===== src/esc_strip_pkg.sv =====
// shared types, state codes and the single-pass parse function of the escape stripper
`default_nettype none

package esc_strip_pkg;

   // parser state codes
   localparam logic [2:0] ST_TEXT    = 3'd0;
   localparam logic [2:0] ST_ESC     = 3'd1;
   localparam logic [2:0] ST_CSI     = 3'd2;
   localparam logic [2:0] ST_OSC     = 3'd3;
   localparam logic [2:0] ST_OSC_ESC = 3'd4;
   localparam logic [2:0] ST_STR     = 3'd5;
   localparam logic [2:0] ST_STR_ESC = 3'd6;
   localparam logic [2:0] ST_ESC_INT = 3'd7;

   // outcome of one parse pass
   localparam logic [1:0] ACT_DROP  = 2'd0;
   localparam logic [1:0] ACT_KEEP  = 2'd1;
   localparam logic [1:0] ACT_AGAIN = 2'd2;

   // byte constants
   localparam logic [7:0] CH_BEL   = 8'h07;
   localparam logic [7:0] CH_TAB   = 8'h09;
   localparam logic [7:0] CH_LF    = 8'h0a;
   localparam logic [7:0] CH_CAN   = 8'h18;
   localparam logic [7:0] CH_SUB   = 8'h1a;
   localparam logic [7:0] CH_ESC   = 8'h1b;
   localparam logic [7:0] CH_SPACE = 8'h20;
   localparam logic [7:0] CH_INT_HI = 8'h2f;
   localparam logic [7:0] CH_FIN_LO = 8'h30;
   localparam logic [7:0] CH_CSI_LO = 8'h40;
   localparam logic [7:0] CH_DCS   = 8'h50;
   localparam logic [7:0] CH_CSI   = 8'h5b;
   localparam logic [7:0] CH_BSL   = 8'h5c;
   localparam logic [7:0] CH_OSC   = 8'h5d;
   localparam logic [7:0] CH_PM    = 8'h5e;
   localparam logic [7:0] CH_APC   = 8'h5f;
   localparam logic [7:0] CH_FIN_HI = 8'h7e;
   localparam logic [7:0] CH_DEL   = 8'h7f;

   typedef struct packed {
      logic [2:0] next_state;
      logic [1:0] act;
   } pass_type;

   function automatic logic is_cancel(input logic [7:0] b);
      return (b == CH_LF) || (b == CH_CAN) || (b == CH_SUB);
   endfunction

   function automatic logic is_plain_text(input logic [7:0] b);
      return (b == CH_TAB) || (b == CH_LF) || ((b >= CH_SPACE) && (b != CH_DEL));
   endfunction

   // one pass of the parser over one byte
   function automatic pass_type parse_pass(input logic [2:0] st, input logic [7:0] b);
      pass_type r;
      r.next_state = st;
      r.act        = ACT_DROP;
      unique case (st)
         ST_TEXT: begin
            if (b == CH_ESC) begin
               r.next_state = ST_ESC;
            end else if (is_plain_text(b)) begin
               r.act = ACT_KEEP;
            end
         end
         ST_ESC: begin
            if (b == CH_CSI) begin
               r.next_state = ST_CSI;
            end else if (b == CH_OSC) begin
               r.next_state = ST_OSC;
            end else if ((b == CH_DCS) || (b == CH_PM) || (b == CH_APC)) begin
               r.next_state = ST_STR;
            end else if ((b >= CH_SPACE) && (b <= CH_INT_HI)) begin
               r.next_state = ST_ESC_INT;
            end else if ((b >= CH_FIN_LO) && (b <= CH_FIN_HI)) begin
               r.next_state = ST_TEXT;
            end else begin
               r.next_state = ST_TEXT;
               r.act        = ACT_AGAIN;
            end
         end
         ST_CSI: begin
            if (is_cancel(b)) begin
               r.next_state = ST_TEXT;
               r.act        = ACT_AGAIN;
            end else if ((b >= CH_CSI_LO) && (b <= CH_FIN_HI)) begin
               r.next_state = ST_TEXT;
            end
         end
         ST_OSC: begin
            if (is_cancel(b)) begin
               r.next_state = ST_TEXT;
               r.act        = ACT_AGAIN;
            end else if (b == CH_BEL) begin
               r.next_state = ST_TEXT;
            end else if (b == CH_ESC) begin
               r.next_state = ST_OSC_ESC;
            end
         end
         ST_OSC_ESC: begin
            if (b == CH_BSL) begin
               r.next_state = ST_TEXT;
            end else begin
               r.next_state = is_cancel(b) ? ST_TEXT : ST_OSC;
               r.act        = ACT_AGAIN;
            end
         end
         ST_STR: begin
            if (is_cancel(b)) begin
               r.next_state = ST_TEXT;
               r.act        = ACT_AGAIN;
            end else if (b == CH_ESC) begin
               r.next_state = ST_STR_ESC;
            end
         end
         ST_STR_ESC: begin
            if (b == CH_BSL) begin
               r.next_state = ST_TEXT;
            end else begin
               r.next_state = is_cancel(b) ? ST_TEXT : ST_STR;
               r.act        = ACT_AGAIN;
            end
         end
         ST_ESC_INT: begin
            if (is_cancel(b)) begin
               r.next_state = ST_TEXT;
               r.act        = ACT_AGAIN;
            end else if ((b >= CH_FIN_LO) && (b <= CH_FIN_HI)) begin
               r.next_state = ST_TEXT;
            end
         end
         default: begin
            r.next_state = ST_TEXT;
         end
      endcase
      return r;
   endfunction

endpackage

`default_nettype wire


===== src/esc_strip_parser.sv =====
// parser state register with the two-pass byte classification
`default_nettype none

module esc_strip_parser (
   input  wire logic       clock,
   input  wire logic       reset,
   input  wire logic       step,
   input  wire logic [7:0] byte_in,
   output logic            keep
);
   import esc_strip_pkg::*;

   logic [2:0] state_ff;
   logic [2:0] state_in;
   pass_type   pass_a;
   pass_type   pass_b;
   pass_type   final_pass;

   // first pass, then a second one from the state the first left when asked to reparse
   always_comb begin
      pass_a     = parse_pass(state_ff, byte_in);
      pass_b     = parse_pass(pass_a.next_state, byte_in);
      final_pass = (pass_a.act == ACT_AGAIN) ? pass_b : pass_a;
      keep       = (final_pass.act == ACT_KEEP);
      state_in   = step ? final_pass.next_state : state_ff;
   end

   // parser state
   always_ff @(posedge clock) begin
      if (reset) begin
         state_ff <= ST_TEXT;
      end else begin
         state_ff <= state_in;
      end
   end

endmodule

`default_nettype wire


===== src/escape_sequence_stripper.sv =====
// a req word goes from the input register to the result register, which drives rsp
// throughput: one word per cycle while rsp is not stalled
// an input register and a result register part the two sides, so a new word is taken
// into an empty input register while a finished result waits for rsp_stall to drop
// reset (synchronous, active high) empties both registers, returns the parser to
// text state and clears line mode
`default_nettype none

module escape_sequence_stripper (
   input  wire logic       clock,
   input  wire logic       reset,
   // input channel
   input  wire logic       req_valid,
   output logic            req_stall,
   input  wire logic [7:0] req_in_byte,
   input  wire logic       req_chunk_end,
   // result channel
   output logic            rsp_valid,
   input  wire logic       rsp_stall,
   output logic            rsp_keep,
   output logic [7:0]      rsp_out_byte,
   output logic            rsp_out_last,
   // configuration write
   input  wire logic       csr_valid,
   output logic            csr_ready,
   input  wire logic       csr_line_mode
);
   import esc_strip_pkg::*;

   logic       in_valid_ff, in_valid_in;
   logic [7:0] in_byte_ff;
   logic       in_last_ff;
   logic       out_valid_ff, out_valid_in;
   logic       out_keep_ff;
   logic [7:0] out_byte_ff;
   logic       out_last_ff;
   logic       line_mode_ff, line_mode_in;
   logic       accept;
   logic       advance;
   logic       parse_keep;
   logic [7:0] mapped_byte;

   // handshake control
   assign advance   = in_valid_ff && (!out_valid_ff || !rsp_stall);
   assign req_stall = in_valid_ff && !advance;
   assign accept    = req_valid && !req_stall;
   assign csr_ready = 1'b1;

   assign in_valid_in  = accept ? 1'b1 : (advance ? 1'b0 : in_valid_ff);
   assign out_valid_in = advance ? 1'b1 : (rsp_stall ? out_valid_ff : 1'b0);
   assign line_mode_in = csr_valid ? csr_line_mode : line_mode_ff;

   esc_strip_parser u_parser (
      .clock   (clock),
      .reset   (reset),
      .step    (advance),
      .byte_in (in_byte_ff),
      .keep    (parse_keep)
   );

   // line mode turns kept tab and newline into a space
   always_comb begin
      mapped_byte = in_byte_ff;
      if (line_mode_ff && ((in_byte_ff == CH_TAB) || (in_byte_ff == CH_LF))) begin
         mapped_byte = CH_SPACE;
      end
   end

   // control registers
   always_ff @(posedge clock) begin
      if (reset) begin
         in_valid_ff  <= 1'b0;
         out_valid_ff <= 1'b0;
         line_mode_ff <= 1'b0;
      end else begin
         in_valid_ff  <= in_valid_in;
         out_valid_ff <= out_valid_in;
         line_mode_ff <= line_mode_in;
      end
   end

   // input word register
   always_ff @(posedge clock) begin
      if (accept) begin
         in_byte_ff <= req_in_byte;
         in_last_ff <= req_chunk_end;
      end
   end

   // result register
   always_ff @(posedge clock) begin
      if (advance) begin
         out_keep_ff <= parse_keep;
         out_byte_ff <= parse_keep ? mapped_byte : 8'h00;
         out_last_ff <= in_last_ff;
      end
   end

   assign rsp_valid    = out_valid_ff;
   assign rsp_keep     = out_keep_ff;
   assign rsp_out_byte = out_byte_ff;
   assign rsp_out_last = out_last_ff;

endmodule

`default_nettype wire


===== config.mk =====
export PLATFORM = sky130hd
export DESIGN_NAME = escape_sequence_stripper
export DESIGN_NICKNAME = d
export VERILOG_FILES = /design/src/esc_strip_pkg.sv /design/src/esc_strip_parser.sv /design/src/escape_sequence_stripper.sv
export SDC_FILE = /design/constraint.sdc
export NUM_CORES = 1
export LEC_CHECK = 0
export BUFFER_PORTS_ARGS = -buffer_cell sky130_fd_sc_hd__clkbuf_2
export CORE_MARGIN = 4
export CORE_UTILIZATION = 40
export DETAILED_ROUTE_END_ITERATION = 10
export MAX_ROUTING_LAYER = met4
export PLACE_DENSITY = 0.65
export RECOVER_POWER = 100
export SLEW_MARGIN = 20
export SYNTH_ARGS = -nofsm -noshare
export SYNTH_HDL_FRONTEND = slang
export SYNTH_SLANG_ARGS = --single-unit

===== constraint.sdc =====
create_clock -name clock -period 2.45 [get_ports clock]
set_input_delay 0.245 -clock clock [delete_from_list [all_inputs] [get_ports clock]]
set_output_delay 0.245 -clock clock [all_outputs]
set_load 0.005 [all_outputs]

# Yosys cells after proc, flatten, opt, wreduce, memory -nomap -nowiden
# Cells that the tools add are included.
# word_totals
register_bits,25
inputBits,15
out_inout_bits,13
word_cells,114
# classes
magnitude_cmp,5
eq_ne,30
n_mux,45
n_bitwise,1
reduce_logical,23
# op_table
op,count
3-bit two-way mux,27
5-bit case mux with 8 select lines,2
"8-bit by 7-bit == test with 1-bit output, second input constant",6
"3-bit == test, second input constant",8
"8-bit by 5-bit == test with 1-bit output, second input constant",3
2-bit two-way mux,9
"8-bit by 4-bit == test with 1-bit output, second input constant",2
"8-bit by 6-bit >= comparator with 1-bit output, second input constant",2
"3-bit by 2-bit == test with 1-bit output, second input constant",4
"8-bit by 3-bit == test with 1-bit output, second input constant",1
"8-bit by 7-bit >= comparator with 1-bit output, second input constant",1
"8-bit by 6-bit <= comparator with 1-bit output, second input constant",1
"8-bit by 7-bit <= comparator with 1-bit output, second input constant",1
1-bit logical AND,8
"8-bit by 7-bit != test with 1-bit output, second input constant",1
1-bit logical OR,7
"3-bit by 1-bit == test with 1-bit output, second input constant",2
3-bit zero test,2
6-bit two-way mux,1
1-bit two-way mux,5
5-bit two-way mux,1
1-bit zero test,4
"2-bit by 1-bit == test with 1-bit output, second input constant",1
"2-bit == test, second input constant",1
4 further kinds,4

# Depth between registers and ports, before layout
# Gate-level depths: netlist (run 1).
# logic_depth
ltp_word,16
ltp_mapped,9
mapped_depth_nobuf,8

# By module
# From an unflattened synthesis (run 1), not the netlist that was laid out.
# unflattened
cells_unflattened,155
area_unflattened_um2,1590.3
# by_module_without_submodules
mod,n_inst,cells_each,area_each_um2,seq_area_each_um2
escape_sequence_stripper,1,49,808.3,630.6
esc_strip_parser,1,106,782.0,60.1

# Worst setup path after synthesis (run 1)
# Ideal clock, no wire load.
# synth_path
kind,flip-flop to flip-flop
startpoint,register in_byte_ff[2]
endpoint,register u_parser.state_ff[0]
setup_ns,0.058
arrival_ns,2.201
required_ns,2.392
path_slack_ns,0.192
path_stages_with_launch,9
path_buffers,0
synth_period_minus_slack_ns,2.258
cell_sequence,edfxtp_1 -> and2_1 -> and3_4 -> o311a_4 -> o211ai_2 -> o2111a_2 -> mux2_1 -> a211oi_1 -> a211o_1
# synth_via
elab_chain_len,12
elab_cells_between_ends,77
# synth_lines
element,line_no,rtl
from (decl),escape_sequence_stripper.sv:31,logic [7:0] in_byte_ff;
from (signal assigned),escape_sequence_stripper.sv:85,in_byte_ff <= req_in_byte;
8-bit by 6-bit >= comparator with 1-bit output (tied with other cells),"esc_strip_pkg.sv:51, esc_strip_pkg.sv:74",
1-bit logical AND or 1-bit logical OR (tied branches),"esc_strip_pkg.sv:74, esc_strip_pkg.sv:72",
3-bit two-way mux or 1-bit logical OR (tied branches),"esc_strip_pkg.sv:74, esc_strip_pkg.sv:72",
3-bit two-way mux,esc_strip_pkg.sv:72,end else if ((b == CH_DCS) || (b == CH_PM) || (b == CH_APC)) begin
3-bit two-way mux,esc_strip_pkg.sv:70,end else if (b == CH_OSC) begin
3-bit two-way mux,esc_strip_pkg.sv:68,if (b == CH_CSI) begin
5-bit case mux with 8 select lines,esc_strip_pkg.sv:59,unique case (st)
3-bit two-way mux,esc_strip_pkg.sv:97,end else if (b == CH_ESC) begin
3-bit two-way mux,esc_strip_pkg.sv:95,end else if (b == CH_BEL) begin
3-bit two-way mux,esc_strip_pkg.sv:92,if (is_cancel(b)) begin
5-bit case mux with 8 select lines,esc_strip_pkg.sv:59,
5-bit two-way mux *,esc_strip_parser.sv:23,final_pass = (pass_a.act == ACT_AGAIN) ? pass_b : pass_a;
to (signal assigned),esc_strip_parser.sv:33,state_ff <= state_in;
to (decl),esc_strip_parser.sv:13,logic [2:0] state_ff;
# Mark *: on every way between the ends. The rest lies on a longest branch, timed or not.
# A chain may end at the register's enable or synchronous reset.

# Worst setup path after layout (run 1)
# layout_path
startpoint,register in_byte_ff[0]
endpoint,register u_parser.state_ff[0]
# The elaborated chain is that of the path after synthesis.

==> impl_metrics.tcl, run 1 <==
set metrics [dict create \
    synth_area_per_cell_um2 10.0 \
    drv_slew 0 \
    first_iter_violations 47 \
    power.total_uw 986 \
    yosysSeqAreaShare 0.463 \
    die_y_um 69.0 \
    die_w_um 69.0 \
    die_area_mm2 0.00477 \
    pre_cts_slack_ns 0.0607 \
    r2r_cells 8 \
    slowest_delay_ns 0.57 \
    final.period_utilization 0.952 \
    rr_startpoint "in_byte_ff[0]" \
    synthCells 149 \
    maxCapViolCount 0 \
    synth_top_cell_by_area "edfxtp_1" \
    h-tree-depth 1 \
    async_flop_share 0 \
    irDropWorstVdd_uv 318 \
    worstSetupPathDepth 8 \
    path_max_fanout 5 \
    start_util 0.430 \
    r2r_slack_ns 0.12 \
    cts_hold_buf 0 \
    yosysMostFrequentCell "edfxtp_1" \
    wl_per_cell_um 14.6 \
    crit_chain "or4_4 -> a21oi_1 -> o21ai_0 -> and3b_1 -> a32oi_2 -> mux2_2 -> a211oi_2 -> a211o_1" \
    yosys_most_used_dff "edfxtp_1" \
    overflow 0 \
    portBuffers 26 \
    synth_top_area_share 0.383 \
    slew_headroom 0.262 \
    start_kind "flip-flop" \
    clk_pin_slew_ns 0.08 \
    tightest_slew_ns 1.10 \
    tritoncts "built" \
    antenna_found_initial 0 \
    synth_common_cells "19 x edfxtp_1, 15 x nor2_1, 9 x nand3_1" \
    drive_above_1_share 0.409 \
    antenna_left 0 \
    grt_pass1_wl_um 5820 \
    syn2layout_area_growth_pct 34.7 \
    synth-seq-cells 25 \
    max-clock-path-buffers 2 \
    synthTopCellsByArea "edfxtp_1 38%, dfxtp_1 8.1%, nor2_1 3.8%" \
    synth_edf_count 19 \
    firstDrtPassIters 4 \
    min_path_type "in2reg" \
    io_pins 28 \
    min_period_ns 2.33 \
    drcViolationCount 0 \
    setup_viol 0 \
    hold_viol 0 \
    grt_max_degree 15 \
    via_per_inst 5.55 \
    cp_slowest_cell "or4_4" \
    cts_root_buffer "clkbuf_8" \
    row_count 21 \
    gp_congestion 0.868 \
    cts_sinks 25 \
    cts_inserted_buffers 3 \
    p_leak_uw 0.000778 \
    power_density_mw_per_mm2 491 \
    worst_skew_pair.late_latency_ns 0.27 \
    worstPathRequired_ns 2.62 \
    worst_path_dominant_cell_family "simple AND/OR/NAND/NOR gates" \
    grt_pass1_vias 1302 \
    grt_usage 0.153 \
    cp_num_buf_inv 0 \
    r2r_end "u_parser.state_ff[0]" \
    worstSetupStartpoint "in_byte_ff[0]" \
    hpwl_um 2670 \
    critPathKind "reg2reg" \
    syn-cell-area_mm2 0.00149 \
    synth.distinct_cells 54 \
    n_antenna_cell 0 \
    fin_ws_ns 0.118 \
    status "completed" \
    end_kind "flip-flop" \
    wirelength_um 3630 \
    vias 1383 \
    clock_skew_ns 0.00326 \
    syn_nets 164 \
    core_area_mm2 0.00347 \
    cp.arrival_ns 2.50 \
    worstSetupEndpoint "u_parser.state_ff[0]" \
    synth_warnings 0 \
    fmax_mhz 429 \
    nNetsFinal 219 \
]
state kept, by name (all words and copies together) (netlist names):
name	count
line_mode_ff	1
rsp_out_byte	8
in_valid_ff	1
in_last_ff	1
rsp_out_last	1
rsp_keep	1
rsp_valid	1
u_parser.state_ff	3
in_byte_ff	8
where the power goes:
group	total (µW)	switching, µW	internal (µW)
Combinational	234	119	115
Clock	241	127	114
Sequential	511	21.3	490
cell families (layout without fill, tap and decap cells):
kind of cell / count (synthesis) / after routing / share of synthesized area
flops: 25 / 25 / 0.463
simple gates: 66 / 66 / 0.254
other cells: 1 / 1 / 0.00252
compound gates: 41 / 41 / 0.217
mux: 2 / 2 / 0.0143
buf+inv: 12 / 66 / 0.0369
xor+xnor: 2 / 2 / 0.0118
area by class of cell:
cell class,instances,area (µm²)
clock buffers,3,41.3
clock inverters,1,5.00
fillers,312,1460
inverters,4,15.0
multi-input cells,112,831
flip-flops and latches,25,691
well taps,46,57.6
repair buffers,58,367
metal layers:
metal,track usage,part of all wire,wire (µm),vias up
met5,-,0,0,-
met4,0.0672,0.030,108,0
met3,0.0407,0.062,224,12
met2,0.254,0.49,1770,45
met1,0.173,0.42,1520,652
li1,-,-,-,674
placed cells by master, fill, tap and decap left out, drive strengths merged, types with 2 or more instances in the layout:
cell	instances
a21boi	2
nand3	9
a311oi	4
nand2b	3
clkbuf	31
xnor2	2
nor2	15
inv	4
and2	7
a21oi	10
dfxtp	6
nor3	6
nor3b	2
buf	30
o311ai	2
edfxtp	19
o21ai	7
nand2	7
and3	5
a21o	2
o211ai	2
nor2b	4
worst reg2reg max path: cells and delay by family, from the launching register on:
family	cells	cell delay, ns
flip-flops	1	0.46
multiplexers	1	0.19
AO/OA/AOI/OAI	5	0.77
AND/OR/NAND/NOR	2	0.80
worst min-delay path by stage:
stage | start | endpoint | slack (ns) | cells after the start
after floorplan | reset | u_parser.state_ff[1] | 0.32 | 1
after global placement | in_last_ff | rsp_out_last | 0.40 | 0
after detailed placement | req_in_byte[5] | in_byte_ff[5] | 0.42 | 1
after CTS | req_in_byte[4] | in_byte_ff[4] | 0.14 | 1
after global routing | req_in_byte[0] | in_byte_ff[0] | 0.12 | 1
final | req_in_byte[5] | in_byte_ff[5] | 0.14 | 1
repair_timing:
action	4_1_cts	5_1_grt
endpoints found under the setup margin	0	12
buffers inserted	0	11
resized for setup	0	21
through the flow:
stage | instance area (µm²) | utilization | TNS [ns] | hold slack (ns) | instances
6_report | 2010 | 0.579 | 0 | 0.142 | 249
4_1_cts | 1840 | 0.531 | 0 | 0.139 | 238
5_1_grt | 2010 | 0.579 | -0.465 | 0.123 | 249
3_5_place_dp | 1800 | 0.518 | 0 | 0.424 | 234
3_3_place_gp | 1800 | 0.518 | 0 | 0.401 | 234
2_1_floorplan | 1490 | - | 0 | 0.317 | 149
Note: power is estimated with default switching activity, not from simulation.
==> inputs of run 2 (changes only) <==
--- a/config.mk
+++ b/config.mk
@@ -7,10 +7,10 @@
 export LEC_CHECK = 0
 export BUFFER_PORTS_ARGS = -buffer_cell sky130_fd_sc_hd__clkbuf_2
 export CORE_MARGIN = 4
-export CORE_UTILIZATION = 40
+export CORE_UTILIZATION = 45
 export DETAILED_ROUTE_END_ITERATION = 10
 export MAX_ROUTING_LAYER = met4
-export PLACE_DENSITY = 0.65
+export PLACE_DENSITY = 0.71
 export RECOVER_POWER = 100
 export SLEW_MARGIN = 20
 export SYNTH_ARGS = -nofsm -noshare
==> run 2 against run 1 <==
Compared with the run above: register-to-register slack worse by 0.07 ns; critical path type unchanged; critical endpoint is now rsp_out_byte[6]; clock skew is 0.00062 ns lower; highest routed layer unchanged; sequential share of layout area up 0.45 points; largest cell class unchanged; fmax shrank 3.1%.
==> impl_metrics.tcl, run 2 (same netlist as run 1, synthesis figures left out) <==
set metrics [dict create \
    wirelength_um 3770 \
    cp_slowest_cell "edfxtp_1" \
    irDropWorstVdd_uv 359 \
    max-clock-path-buffers 2 \
    n_fill_cell 250 \
    end_kind "flip-flop" \
    path_max_fanout 6 \
    overflow 0 \
    wl_per_cell_um 15.5 \
    grt_max_degree 17 \
    holdWs_ns 0.0705 \
    final_common_cell "buf_4" \
    fin_ws_ns 0.0445 \
    tritoncts "built" \
    start_util 0.480 \
    fmax_mhz 416 \
    worstPathRequired_ns 2.57 \
    min_period_ns 2.41 \
    core_area_mm2 0.00310 \
    met2WireLength_um 1870 \
    nNetsFinal 215 \
    slowest_delay_ns 0.52 \
    fin_cells 243 \
    hold_viol 0 \
    met3_length_um 224 \
    io_pins 28 \
    cts_hold_buf 0 \
    drive_above_1_share 0.402 \
    die_y_um 65.5 \
    crit_chain "and4_4 -> and3_4 -> buf_4 -> o311ai_0 -> o311ai_1 -> a31oi_2 -> a21oi_2 -> and2_1" \
    netSwitchingFraction 0.299 \
    clock_skew_ns 0.00264 \
    grt_pass1_vias 1270 \
    cts_inserted_buffers 3 \
    p_leak_uw 0.000752 \
    cts_sinks 25 \
    first_iter_violations 68 \
    top_layer "met4" \
    tightest_slew_ns 0.959 \
    row_count 20 \
    p_seq_frac 0.537 \
    grt_usage 0.176 \
    via_per_inst 5.74 \
    cts_root_buffer "clkbuf_4" \
    portBuffers 26 \
    critPathKind "reg2reg" \
    power.net_switching_uw 286 \
    setup_viol 0 \
    slew_headroom 0.355 \
    final.period_utilization 0.982 \
    clk_pin_slew_ns 0.15 \
    power_density_mw_per_mm2 483 \
    firstDrtPassIters 4 \
    vias 1394 \
    n_antenna_cell 0 \
    final_cell_mix "26 x buf_4, 20 x clkbuf_2, 19 x edfxtp_1" \
    dpl.cell_count 231 \
    antenna_found_initial 0 \
    min_path_type "in2reg" \
    rsz0062_at_grt "yes" \
    wl_met1_um 1560 \
    clock_power_share 0.216 \
    die_w_um 65.5 \
    start_kind "flip-flop" \
    die_area_mm2 0.00430 \
    drcViolationCount 0 \
    status "completed" \
    worst_skew_pair.late_latency_ns 0.33 \
    antenna_left 0 \
    drv_slew 0 \
    gp_congestion 0.903 \
    comb_power_share 0.248 \
    hpwl_um 2630 \
    power.internal_uw 671 \
    grt_pass1_wl_um 5750 \
    maxCapViolCount 0 \
    cp.arrival_ns 2.52 \
    pre_cts_slack_ns 0.0352 \
    syn2layout_area_growth_pct 33.2 \
    h-tree-depth 1 \
]
[run 2: cell count changes in the layout (fill, tap and decap cells not counted), sizes merged]
cell / before / now
buf: 30 / 27
clkbuf: 31 / 30
clkinv: 1 / 0
inv: 4 / 5
[run 2: path summary, 6_finish.rpt]
path | from | end | slack [ns] | cells past startpoint
max | in_byte_ff[0] | rsp_out_byte[6] | 0.04 | 8
max reg2reg | in_byte_ff[0] | rsp_out_byte[6] | 0.04 | 8
min | req_in_byte[7] | in_byte_ff[7] | 0.07 | 1
min reg2reg | in_last_ff | rsp_out_last | 0.44 | 0
[run 2: power by group through the flow]
stage	Sequential (µW)	Clock, µW	Combinational, µW
after floorplan	513	0	127
after global placement	522	0	191
after detailed placement	522	0	196
after CTS	513	205	198
after global routing	517	231	260
final	514	206	237
[run 2: critical path, delay by kind of cell, from the launching register on]
kind                   cells  cell delay [ns]
buffers and inverters      1             0.13
DFF                        1             0.52
and+or+nand+nor            3             0.59
AOI/OAI and AO/OA          4             0.95
[run 2: area by class of cell]
cell class                 count  area [µm²]  area share
tap                           44        55.1      0.0277
sequential                    25         692       0.349
timing repair buffer          54         333       0.168
clock buffer                   3        22.5      0.0113
clock inverter                 1        8.76     0.00441
inverter                       4        15.0     0.00757
multi-input combinational    112         858       0.433
[run 2: through the flow]
stage	TNS [ns]	instance area, µm²	power [µW]	util
after floorplan	0	1490	640	-
after global placement	0	1790	712	0.575
after detailed placement	0	1790	719	0.575
after CTS	0	1820	915	0.586
after global routing	-0.161	1980	1010	0.640
final	0	1980	958	0.640
[run 2: what timing repair did]
item / 4_1_cts / 5_1_grt
setup buffers: 0 / 8
hold endpoints to repair: 0 / 0
pin swaps: 0 / 14
resized for setup: 1 / 25
setup endpoints to repair: 1 / 12
[run 2: metal layers]
layer	global-route usage	up-vias
li1	-	668
met1	0.217	656
met2	0.298	57
met3	0.0256	13
met4	0.0544	0
met5	-	-
